**src/rtl/multichannel_iir_filter_core_macros.svh**
```systemverilog
// ----------------------------------------------------------------------------
// multichannel iir filter core assertion macros
// shared concurrent assertion helpers for the filter rtl
// ----------------------------------------------------------------------------
`ifndef MULTICHANNEL_IIR_FILTER_CORE_MACROS_SVH
`define MULTICHANNEL_IIR_FILTER_CORE_MACROS_SVH

// property must hold on every clock edge outside reset
`define MIF_ASSERT(lbl, clk, rstn, prop, msg) \
  lbl: assert property (@(posedge clk) disable iff (!rstn) prop) else $error(msg);

// condition must never be seen outside reset
`define MIF_ASSERT_NEVER(lbl, clk, rstn, cond, msg) \
  lbl: assert property (@(posedge clk) disable iff (!rstn) !(cond)) else $error(msg);

`endif

```
**src/rtl/mif_pkg.sv**
```systemverilog
// ----------------------------------------------------------------------------
// mif_pkg
// shared types and constants of the multichannel iir filter core
// ----------------------------------------------------------------------------
`default_nettype none

package mif_pkg;

  localparam int CHAN_BITS     = 3;
  localparam int COEF_BITS     = 18;
  localparam int FRAC_BITS     = 16;
  localparam int COEF_TAPS     = 4;
  localparam int TAP_IDX_BITS  = 2;
  localparam int ORDER_BITS    = 3;
  localparam int CFG_IDX_BITS  = 3;
  localparam int CFG_DATA_BITS = 18;

  localparam logic [CFG_IDX_BITS-1:0] REG_ORDER = 3'd0;
  localparam logic [CFG_IDX_BITS-1:0] REG_FF0   = 3'd1;
  localparam logic [CFG_IDX_BITS-1:0] REG_FF3   = 3'd4;
  localparam logic [CFG_IDX_BITS-1:0] REG_FB1   = 3'd5;
  localparam logic [CFG_IDX_BITS-1:0] REG_FB3   = 3'd7;

  localparam logic [ORDER_BITS-1:0]          ORDER_RESET = 3'd2;
  localparam logic signed [COEF_BITS-1:0]    FF0_RESET   = 18'sd65536;

  typedef struct packed {
    logic clear;
    logic valid;
    logic sub;
  } mac_ctrl_t;

endpackage

`default_nettype wire

```
**src/rtl/mif_ram.sv**
```systemverilog
// ----------------------------------------------------------------------------
// mif_ram
// generic single write port ram with one registered read port
// ----------------------------------------------------------------------------
`default_nettype none

module mif_ram #(
  parameter int WIDTH = 64,
  parameter int DEPTH = 8,
  parameter int AW    = (DEPTH > 1) ? $clog2(DEPTH) : 1
) (
  input  logic             clk_i,
  input  logic             we_i,
  input  logic [AW-1:0]    waddr_i,
  input  logic [WIDTH-1:0] wdata_i,
  input  logic             re_i,
  input  logic [AW-1:0]    raddr_i,
  output logic [WIDTH-1:0] rdata_o
);

  logic [WIDTH-1:0] mem_q [DEPTH];
  logic [WIDTH-1:0] rdata_q;

  always_ff @(posedge clk_i) begin
    if (we_i) begin
      mem_q[waddr_i] <= wdata_i;
    end
    if (re_i) begin
      rdata_q <= mem_q[raddr_i];
    end
  end

  assign rdata_o = rdata_q;

endmodule

`default_nettype wire

```
**src/rtl/mif_mac.sv**
```systemverilog
// ----------------------------------------------------------------------------
// mif_mac
// registered multiply accumulate with rounding and saturation of the sum
// ----------------------------------------------------------------------------
`default_nettype none

module mif_mac #(
  parameter int SAMPLE_BITS = 16
) (
  input  logic                                    clk_i,
  input  logic                                    rst_ni,
  input  mif_pkg::mac_ctrl_t                      ctrl_i,
  input  logic signed [mif_pkg::COEF_BITS-1:0]    coef_i,
  input  logic signed [SAMPLE_BITS-1:0]           operand_i,
  output logic signed [SAMPLE_BITS-1:0]           y_o
);

  import mif_pkg::*;

  localparam int PW    = COEF_BITS + SAMPLE_BITS;
  localparam int ACC_W = PW + 3;
  localparam int QW    = ACC_W - FRAC_BITS;

  localparam logic signed [ACC_W-1:0] ROUND_C = ACC_W'(1) << (FRAC_BITS - 1);
  localparam logic signed [QW-1:0] SAT_HI =
    {{(QW-SAMPLE_BITS+1){1'b0}}, {(SAMPLE_BITS-1){1'b1}}};
  localparam logic signed [QW-1:0] SAT_LO =
    {{(QW-SAMPLE_BITS+1){1'b1}}, {(SAMPLE_BITS-1){1'b0}}};

  logic signed [PW-1:0]    prod_q;
  logic                    prod_vld_q;
  logic                    sub_q;
  logic signed [ACC_W-1:0] acc_q;
  logic signed [ACC_W-1:0] prod_ext;
  logic signed [ACC_W-1:0] rsum;
  logic signed [QW-1:0]    quot;

  assign prod_ext = {{(ACC_W-PW){prod_q[PW-1]}}, prod_q};

  always_ff @(posedge clk_i or negedge rst_ni) begin
    if (!rst_ni) begin
      prod_vld_q <= 1'b0;
      sub_q      <= 1'b0;
      acc_q      <= '0;
    end else if (ctrl_i.clear) begin
      prod_vld_q <= 1'b0;
      sub_q      <= 1'b0;
      acc_q      <= '0;
    end else begin
      prod_vld_q <= ctrl_i.valid;
      sub_q      <= ctrl_i.sub;
      if (prod_vld_q) begin
        acc_q <= sub_q ? (acc_q - prod_ext) : (acc_q + prod_ext);
      end
    end
  end

  always_ff @(posedge clk_i) begin
    if (ctrl_i.valid) begin
      prod_q <= coef_i * operand_i;
    end
  end

  // round half up, floor shift, clamp to sample range
  assign rsum = acc_q + ROUND_C;
  assign quot = QW'(rsum >>> FRAC_BITS);

  always_comb begin
    if (quot > SAT_HI) begin
      y_o = SAT_HI[SAMPLE_BITS-1:0];
    end else if (quot < SAT_LO) begin
      y_o = SAT_LO[SAMPLE_BITS-1:0];
    end else begin
      y_o = quot[SAMPLE_BITS-1:0];
    end
  end

endmodule

`default_nettype wire

```
**src/rtl/multichannel_iir_filter_core.sv**
```systemverilog
// ----------------------------------------------------------------------------
// multichannel_iir_filter_core
// direct form i iir filter shared by several channels, histories in ram
// ----------------------------------------------------------------------------
// usage:
//   input channel: in_valid_i / in_stall_o with channel_i and sample_i. one
//   transaction per sample; the core works on one sample at a time.
//   output channel: out_valid_o / out_stall_i with channel_out_o and
//   filtered_o, one transaction per input sample, in input order.
//   config channel: cfg_valid_i / cfg_ready_o with cfg_index_i and cfg_data_i,
//   always ready; write only while no sample is in flight.
//   sequence: with t active taps (order, at least 1, at most 4), a sample
//   passes load, 2*t-1 multiply steps, drain, finish and idle from acceptance
//   to the next acceptance; the result is valid the cycle after finish. the
//   steps come from the single shared multiplier doing one tap per cycle and
//   from the registered history ram read.
//   the finished result sits in an output register; when the receiver
//   stalls, the next sample is still accepted and computed, and it waits in
//   the finish step until the output register is free.
//   reset: clears the started flags and restores register defaults; the
//   history rams need no clearing, since the first sample of a channel
//   overwrites its rows.
// ----------------------------------------------------------------------------
`default_nettype none

`include "multichannel_iir_filter_core_macros.svh"

module multichannel_iir_filter_core #(
  parameter int NUM_CHANNELS = 8,
  parameter int MAX_ORDER    = 4,
  parameter int SAMPLE_BITS  = 16
) (
  input  logic                                  clk_i,
  input  logic                                  rst_ni,
  input  logic                                  in_valid_i,
  output logic                                  in_stall_o,
  input  logic [mif_pkg::CHAN_BITS-1:0]         channel_i,
  input  logic signed [SAMPLE_BITS-1:0]         sample_i,
  output logic                                  out_valid_o,
  input  logic                                  out_stall_i,
  output logic [mif_pkg::CHAN_BITS-1:0]         channel_out_o,
  output logic signed [SAMPLE_BITS-1:0]         filtered_o,
  input  logic                                  cfg_valid_i,
  output logic                                  cfg_ready_o,
  input  logic [mif_pkg::CFG_IDX_BITS-1:0]      cfg_index_i,
  input  logic [mif_pkg::CFG_DATA_BITS-1:0]     cfg_data_i
);

  import mif_pkg::*;

  localparam int CH_AW   = (NUM_CHANNELS > 1) ? $clog2(NUM_CHANNELS) : 1;
  localparam int ROW_W   = MAX_ORDER * SAMPLE_BITS;
  localparam int TAP_LIM = (MAX_ORDER < COEF_TAPS) ? MAX_ORDER : COEF_TAPS;

  typedef enum logic [2:0] {
    ST_IDLE,
    ST_LOAD,
    ST_MAC,
    ST_DRAIN,
    ST_FIN
  } state_e;

  typedef logic [MAX_ORDER-1:0][SAMPLE_BITS-1:0] row_t;

  function automatic logic [CH_AW-1:0] chan_map(input logic [CHAN_BITS-1:0] c);
    logic [CHAN_BITS:0] v;
    v = {1'b0, c};
    for (int i = 0; i < (1 << CHAN_BITS); i++) begin
      if (int'(v) >= NUM_CHANNELS) begin
        v = v - (CHAN_BITS+1)'(NUM_CHANNELS);
      end
    end
    return CH_AW'(v);
  endfunction

  // configuration registers
  logic [ORDER_BITS-1:0]       order_q;
  logic signed [COEF_BITS-1:0] ff_q [COEF_TAPS];
  logic signed [COEF_BITS-1:0] fb_q [COEF_TAPS];

  always_ff @(posedge clk_i or negedge rst_ni) begin
    if (!rst_ni) begin
      order_q <= ORDER_RESET;
      for (int k = 0; k < COEF_TAPS; k++) begin
        ff_q[k] <= '0;
        fb_q[k] <= '0;
      end
      ff_q[0] <= FF0_RESET;
    end else if (cfg_valid_i) begin
      unique case (cfg_index_i) inside
        REG_ORDER: begin
          order_q <= cfg_data_i[ORDER_BITS-1:0];
        end
        [REG_FF0:REG_FF3]: begin
          ff_q[TAP_IDX_BITS'(cfg_index_i - REG_FF0)] <= cfg_data_i;
        end
        [REG_FB1:REG_FB3]: begin
          fb_q[TAP_IDX_BITS'(cfg_index_i - REG_FB1 + 3'd1)] <= cfg_data_i;
        end
        default: begin
        end
      endcase
    end
  end

  assign cfg_ready_o = 1'b1;

  // active taps and last multiply step
  logic [ORDER_BITS-1:0] taps;
  logic [2:0]            last_step;

  always_comb begin
    if (order_q == '0) begin
      taps = ORDER_BITS'(1);
    end else if ({1'b0, order_q} > (ORDER_BITS+1)'(TAP_LIM)) begin
      taps = ORDER_BITS'(TAP_LIM);
    end else begin
      taps = order_q;
    end
  end

  assign last_step = 3'({taps, 1'b0} - 4'd2);

  // sequencer
  state_e                       state_q;
  logic [2:0]                   step_q;
  logic [CHAN_BITS-1:0]         chan_q;
  logic [CH_AW-1:0]             ch_q;
  logic signed [SAMPLE_BITS-1:0] x_q;
  row_t                         xrow_q;
  row_t                         yrow_q;
  row_t                         xrow_d;
  row_t                         yrow_d;
  row_t                         yrow_wr;
  logic [NUM_CHANNELS-1:0]      started_q;
  logic                         out_valid_q;
  logic [CHAN_BITS-1:0]         channel_out_q;
  logic signed [SAMPLE_BITS-1:0] filtered_q;

  logic                         in_accept;
  logic                         fin_go;
  logic [ROW_W-1:0]             xram_rdata;
  logic [ROW_W-1:0]             yram_rdata;
  row_t                         xold;
  row_t                         yold;
  logic                         ch_started;
  logic signed [SAMPLE_BITS-1:0] mac_y;

  assign in_stall_o = (state_q != ST_IDLE);
  assign in_accept  = in_valid_i && !in_stall_o;
  assign fin_go     = (state_q == ST_FIN) && (!out_valid_q || !out_stall_i);

  assign xold       = xram_rdata;
  assign yold       = yram_rdata;
  assign ch_started = started_q[ch_q];

  // warm start and input shift
  always_comb begin
    xrow_d[0] = x_q;
    for (int k = 1; k < MAX_ORDER; k++) begin
      xrow_d[k] = ch_started ? xold[k-1] : x_q;
    end
    for (int k = 0; k < MAX_ORDER; k++) begin
      yrow_d[k] = ch_started ? yold[k] : x_q;
    end
  end

  always_comb begin
    yrow_wr[0] = mac_y;
    for (int k = 1; k < MAX_ORDER; k++) begin
      yrow_wr[k] = yrow_q[k-1];
    end
  end

  always_ff @(posedge clk_i or negedge rst_ni) begin
    if (!rst_ni) begin
      state_q     <= ST_IDLE;
      step_q      <= '0;
      started_q   <= '0;
      out_valid_q <= 1'b0;
    end else begin
      if (fin_go) begin
        out_valid_q <= 1'b1;
      end else if (out_valid_q && !out_stall_i) begin
        out_valid_q <= 1'b0;
      end
      unique case (state_q)
        ST_IDLE: begin
          if (in_accept) begin
            chan_q  <= channel_i;
            ch_q    <= chan_map(channel_i);
            x_q     <= sample_i;
            state_q <= ST_LOAD;
          end
        end
        ST_LOAD: begin
          xrow_q  <= xrow_d;
          yrow_q  <= yrow_d;
          step_q  <= '0;
          state_q <= ST_MAC;
        end
        ST_MAC: begin
          if (step_q == last_step) begin
            state_q <= ST_DRAIN;
          end else begin
            step_q <= step_q + 3'd1;
          end
        end
        ST_DRAIN: begin
          state_q <= ST_FIN;
        end
        ST_FIN: begin
          if (fin_go) begin
            channel_out_q   <= chan_q;
            filtered_q      <= mac_y;
            started_q[ch_q] <= 1'b1;
            state_q         <= ST_IDLE;
          end
        end
        default: begin
          state_q <= ST_IDLE;
        end
      endcase
    end
  end

  assign out_valid_o   = out_valid_q;
  assign channel_out_o = channel_out_q;
  assign filtered_o    = filtered_q;

  // tap operands
  logic signed [SAMPLE_BITS-1:0] xtap [COEF_TAPS];
  logic signed [SAMPLE_BITS-1:0] ytap [COEF_TAPS];

  for (genvar k = 0; k < COEF_TAPS; k++) begin : g_tap
    if (k < MAX_ORDER) begin : g_used
      assign xtap[k] = xrow_q[k];
      assign ytap[k] = yrow_q[k];
    end else begin : g_zero
      assign xtap[k] = '0;
      assign ytap[k] = '0;
    end
  end

  logic                          fb_phase;
  logic [2:0]                    fb_step;
  mac_ctrl_t                     mac_ctrl;
  logic signed [COEF_BITS-1:0]   mac_coef;
  logic signed [SAMPLE_BITS-1:0] mac_operand;

  assign fb_phase = (step_q >= taps);
  assign fb_step  = step_q - taps;

  always_comb begin
    mac_ctrl.clear = (state_q == ST_LOAD);
    mac_ctrl.valid = (state_q == ST_MAC);
    mac_ctrl.sub   = fb_phase;
    if (fb_phase) begin
      mac_coef    = fb_q[TAP_IDX_BITS'(fb_step + 3'd1)];
      mac_operand = ytap[fb_step[TAP_IDX_BITS-1:0]];
    end else begin
      mac_coef    = ff_q[step_q[TAP_IDX_BITS-1:0]];
      mac_operand = xtap[step_q[TAP_IDX_BITS-1:0]];
    end
  end

  mif_mac #(
    .SAMPLE_BITS(SAMPLE_BITS)
  ) u_mac (
    .clk_i     (clk_i),
    .rst_ni    (rst_ni),
    .ctrl_i    (mac_ctrl),
    .coef_i    (mac_coef),
    .operand_i (mac_operand),
    .y_o       (mac_y)
  );

  mif_ram #(
    .WIDTH(ROW_W),
    .DEPTH(NUM_CHANNELS)
  ) u_xram (
    .clk_i   (clk_i),
    .we_i    (fin_go),
    .waddr_i (ch_q),
    .wdata_i (xrow_q),
    .re_i    (in_accept),
    .raddr_i (chan_map(channel_i)),
    .rdata_o (xram_rdata)
  );

  mif_ram #(
    .WIDTH(ROW_W),
    .DEPTH(NUM_CHANNELS)
  ) u_yram (
    .clk_i   (clk_i),
    .we_i    (fin_go),
    .waddr_i (ch_q),
    .wdata_i (yrow_wr),
    .re_i    (in_accept),
    .raddr_i (chan_map(channel_i)),
    .rdata_o (yram_rdata)
  );

  // assertions
  `MIF_ASSERT(a_accept_loads, clk_i, rst_ni,
    in_accept |=> (state_q == ST_LOAD), "accepted sample did not start a ram load")
  `MIF_ASSERT_NEVER(a_step_range, clk_i, rst_ni,
    (state_q == ST_MAC) && (step_q > last_step), "multiply step beyond last tap")
  `MIF_ASSERT(a_started_set, clk_i, rst_ni,
    fin_go |=> started_q[$past(ch_q)], "channel not marked started after result")

endmodule

`default_nettype wire

```
**config.mk**
```make
export PLATFORM = sky130hd
export DESIGN_NAME = multichannel_iir_filter_core
export DESIGN_NICKNAME = d
export VERILOG_FILES = /design/src/rtl/mif_pkg.sv /design/src/rtl/mif_ram.sv /design/src/rtl/mif_mac.sv /design/src/rtl/multichannel_iir_filter_core.sv
export VERILOG_INCLUDE_DIRS = /design/src /design/src/rtl
export SDC_FILE = /design/constraint.sdc
export NUM_CORES = 2
export LEC_CHECK = 0
export ABC_AREA = 1
export CAP_MARGIN = 20
export CORE_MARGIN = 10
export CORE_UTILIZATION = 45
export DETAILED_ROUTE_END_ITERATION = 6
export DONT_BUFFER_PORTS = 1
export PLACE_DENSITY = 0.71
export SLEW_MARGIN = 10
export SYNTH_ARGS = -nofsm -noshare
export SYNTH_HDL_FRONTEND = slang
export SYNTH_SLANG_ARGS = --single-unit
```
**constraint.sdc**
```tcl
create_clock -name clk_i -period 11.58 [get_ports clk_i]
set_clock_uncertainty 0.15 [all_clocks]
set_input_delay 1.737 -clock clk_i [delete_from_list [all_inputs] [get_ports clk_i]]
set_output_delay 1.737 -clock clk_i [all_outputs]
set_load 0.02 [all_outputs]
```
==> summary.txt <==
Setup path
  • Most frequent CP cell: fa_1
  • Worst Reg-to-Reg Cells: 30
  • Max incr delay on CP: 0.87 ns
  • Max FO, Critical Path: 51
  • Critical path class: flop to flop
  • Reg-to-reg startpoint: step_q[0]$_DFFE_PN0P_
  • Critical path arrival: 9.88 ns
  • Critical Path Slowest Stage Cell: a31oi_2
  • Setup crit start kind: flop
  • WP data required: 11.92 ns
  • Setup slack on the worst flop-to-flop path: 2.04 ns
  • FF-to-FF End: u_mac.prod_q[26]$_DFFE_PP_
  • CP endpoint kind: flop

GRT
  • Total track usage: 20.83%
  • Vias in the first global route: 47.17k
  • First-pass GRT wire length: 276.9 mm
  • Initial antenna violation count: 2
  • Congestion Overflow GR: 0
  • Largest net degree at the start of global routing: 451

Clock network
  • Sink Count: 1,409
  • Post-CTS setup buffer count: 0
  • CTS buffer count: 148
  • CTS root buf: clkbuf_16
  • CTS resizes: 0
  • CTS tree: done
  • Clk buf depth: 3
  • Clk slew on worst S/H paths: 0.06 ns
  • Clk Latency, worst-skew pair: 0.80 ns
  • # hold bufs at CTS: 0
  • H-tree Lvls: 4

Synthesis
  • Flops & latches, synth: 1,409
  • Sequential area share after synthesis: 59.52%
  • Complex-gate fraction of the synthesized area: 9.944%
  • Largest family of logic cells by synthesized area: simple AND/OR/NAND/NOR gates
  • Yosys warning total: 0
  • Net Count, Synth: 6,945
  • Number of distinct library cells after synthesis: 49
  • Synth Instances: 6,481
  • Proportion of synthesized area in mux cells: 0%
  • Mapped cell area: 69,400 um^2
  • Post-Synth Adder-Cell Area: 10.70%
  • Avg Cell Area, Syn: 10.71 um^2
  • XOR/XNOR Fraction of Synth Area: 1.085%
  • Synth Area in Simple Gates: 13.62%

Floorplan
  • Core footprint: 153,700 um^2
  • Die area: 170,300 um^2
  • Io pins: 67
  • Starting Density: 45.15%
  • Die Ht: 412.7 um
  • Rows: 144
  • Die width: 412.7 um

Route
  • Via count: 47.47k
  • Drt wl/cell: 20.96 um
  • DRC viols: 0
  • Violation count after the first detailed-route iteration: 4,845
  • Post-DR vias/cell: 5.555
  • Final WL: 179.1 mm
  • ANT nets after route: 0
  • Initial DRT Pass Iterations: 6

Placement
  • Placed Instances: 8,266
  • PortBufs: 0
  • Post-DP HPWL: 108.4 mm
  • GPL Wtd Cong: 0.9325

Timing
  • Hold slack final: 0.2290 ns
  • Fmax: 104.8 MHz
  • Max_slew headroom: -37.71%
  • Setup TNS: 0 ns
  • Fin. max-slew vios: 255
  • RSZ-0062 raised after global routing: no
  • Worst slew pin tran: 2.066 ns
  • Final setup viols: 0
  • Period utilization: 82.40%
  • Hold Fails Final Rpt: 0
  • Clock period minus worst slack: 9.542 ns

Worst hold path
  • HP Start: fb_q[61]$_DFFE_PN0P_
  • Worst Hold Path Cells: 0
  • Hold Path Sink: fb_q[61]$_DFFE_PN0P_
  • Worst hold path class: flop to flop

Final layout
  • Commonest cells after routing, fill and taps aside: nor2_1 (1,219), edfxtp_1 (1,208), nand2_1 (1,023)
  • Most common cell after layout, fill and taps aside: nor2_1
  • Ratio of cells with drive above 1 in the final layout: 5.538%
  • Area growth syn-to-layout: 9.882%
  • Number of nets in the layout: 6,840
  • Fillers: 13.33k
  • Seq. cell area: 41,310 um^2
  • Fin cells: 8,546
  • Footprint of the multi-input gates: 24,640 um^2
  • Final Core Density: 49.62%

Status
  • Failing checks: max-slew violations
  • Outcome: finished with violations

Job
  • Max-cap violations: 0
-- area by class of cell --
cell class	count	area share, %
antenna	1	0.003282
clock inverter	100	1.582
multi-input combinational	4182	32.32
inverter	584	2.904
clock buffer	175	5.016
tap	2044	3.354
timing repair buffer	51	0.6498
sequential	1409	54.17
-- cell usage after synthesis, drive strengths merged --
| cell | count | area (um^2) |
|---|---|---|
| nor2 | 1232 | 4632 |
| edfxtp | 1208 | 36270 |
| nand2 | 1036 | 3919 |
| o21ai | 703 | 3597 |
| inv | 582 | 2187 |
| fa | 291 | 5826 |
| a21oi | 200 | 1001 |
| dfrtp | 199 | 4980 |
| clkbuf | 177 | 664.4 |
| o22ai | 139 | 869.6 |
| buf | 129 | 693.2 |
| ha | 128 | 1602 |
| a31oi | 122 | 799.5 |
| nand3 | 89 | 445.4 |
| xor2 | 61 | 534.3 |
| a22oi | 31 | 232.7 |
| nor3 | 30 | 170.2 |
| nand4 | 26 | 162.7 |
| xnor2 | 25 | 219.0 |
| o211ai | 20 | 150.1 |
| o21bai | 11 | 82.58 |
| a21o | 10 | 82.57 |
| nand3b | 7 | 52.55 |
| or2 | 7 | 43.79 |
| nor4 | 3 | 18.77 |
| o221ai | 3 | 26.28 |
| clkinv | 2 | 7.510 |
| dfstp | 2 | 52.55 |
| o21a | 2 | 15.01 |
| a21boi | 1 | 7.510 |
| a22o | 1 | 8.760 |
| conb | 1 | 3.750 |
| nor3b | 1 | 7.510 |
| o2111ai | 1 | 15.01 |
| o31ai | 1 | 12.51 |
-- metrics by stage --
stage	setup slack (ns)	instance area (um^2)
6_report	2.038	76250
5_1_grt	1.644	76250
4_1_cts	2.151	76150
3_5_place_dp	2.229	71120
3_3_place_gp	2.259	71100
2_1_floorplan	3.721	69400
-- worst max-delay path by stage --
| stage | startpoint | endpoint | slack (ns) |
|---|---|---|---|
| after floorplan | rst_ni | xrow_q[0]$_DFFE_PP_ | 3.72 |
| after global placement | step_q[0]$_DFFE_PN0P_ | u_mac.prod_q[28]$_DFFE_PP_ | 2.26 |
| after detailed placement | step_q[0]$_DFFE_PN0P_ | u_mac.prod_q[32]$_DFFE_PP_ | 2.23 |
| after CTS | step_q[0]$_DFFE_PN0P_ | u_mac.prod_q[26]$_DFFE_PP_ | 2.15 |
| after global routing | step_q[0]$_DFFE_PN0P_ | u_mac.prod_q[26]$_DFFE_PP_ | 1.64 |
| final | step_q[0]$_DFFE_PN0P_ | u_mac.prod_q[26]$_DFFE_PP_ | 2.04 |
-- layer usage --
metal / GRT usage, % / vias to the layer above / routed length [um]
li1: - / 21700 / -
met1: 27.83 / 23490 / 73210
met2: 34.63 / 1970 / 86230
met3: 3.615 / 313 / 14450
met4: 6.509 / 0 / 5236
met5: 0 / - / 0
-- critical path: cells and delay by family, from the launching register on --
kind,cells,cell delay (ns)
AO/OA/AOI/OAI,3,1.89
AND/OR/NAND/NOR,10,1.59
buffers and inverters,8,1.08
XOR/XNOR,1,0.07
flip-flops,1,0.58
adder cells (fa/ha/maj),8,3.84
-- state kept, by name (all words and copies together), names as in the netlist --
name and count:
u_mac.acc_q 37, u_yram.rdata_o 64, u_yram.mem_q 512, xrow_q 64
step_q 3, u_mac.prod_vld_q 1, ch_q 3, yrow_q 64
channel_out_o 3, x_q 16, filtered_o 16, fb_q 72
out_valid_o 1, u_mac.sub_q 1, u_mac.prod_q 34, started_q 8
order_q 3, state_q 3, u_xram.rdata_o 48, ff_q 72
u_xram.mem_q 384
-- cells by family after synthesis --
group           count (synthesis)
fa+ha+maj                     419
buf+inv                       890
compound gates               1245
simple gates                 2431
other cells                     1
flops                        1409
xor+xnor                       86
Power is not shown: default switching activity piles up to over one toggle a cycle in this logic, so the estimate is an artifact.
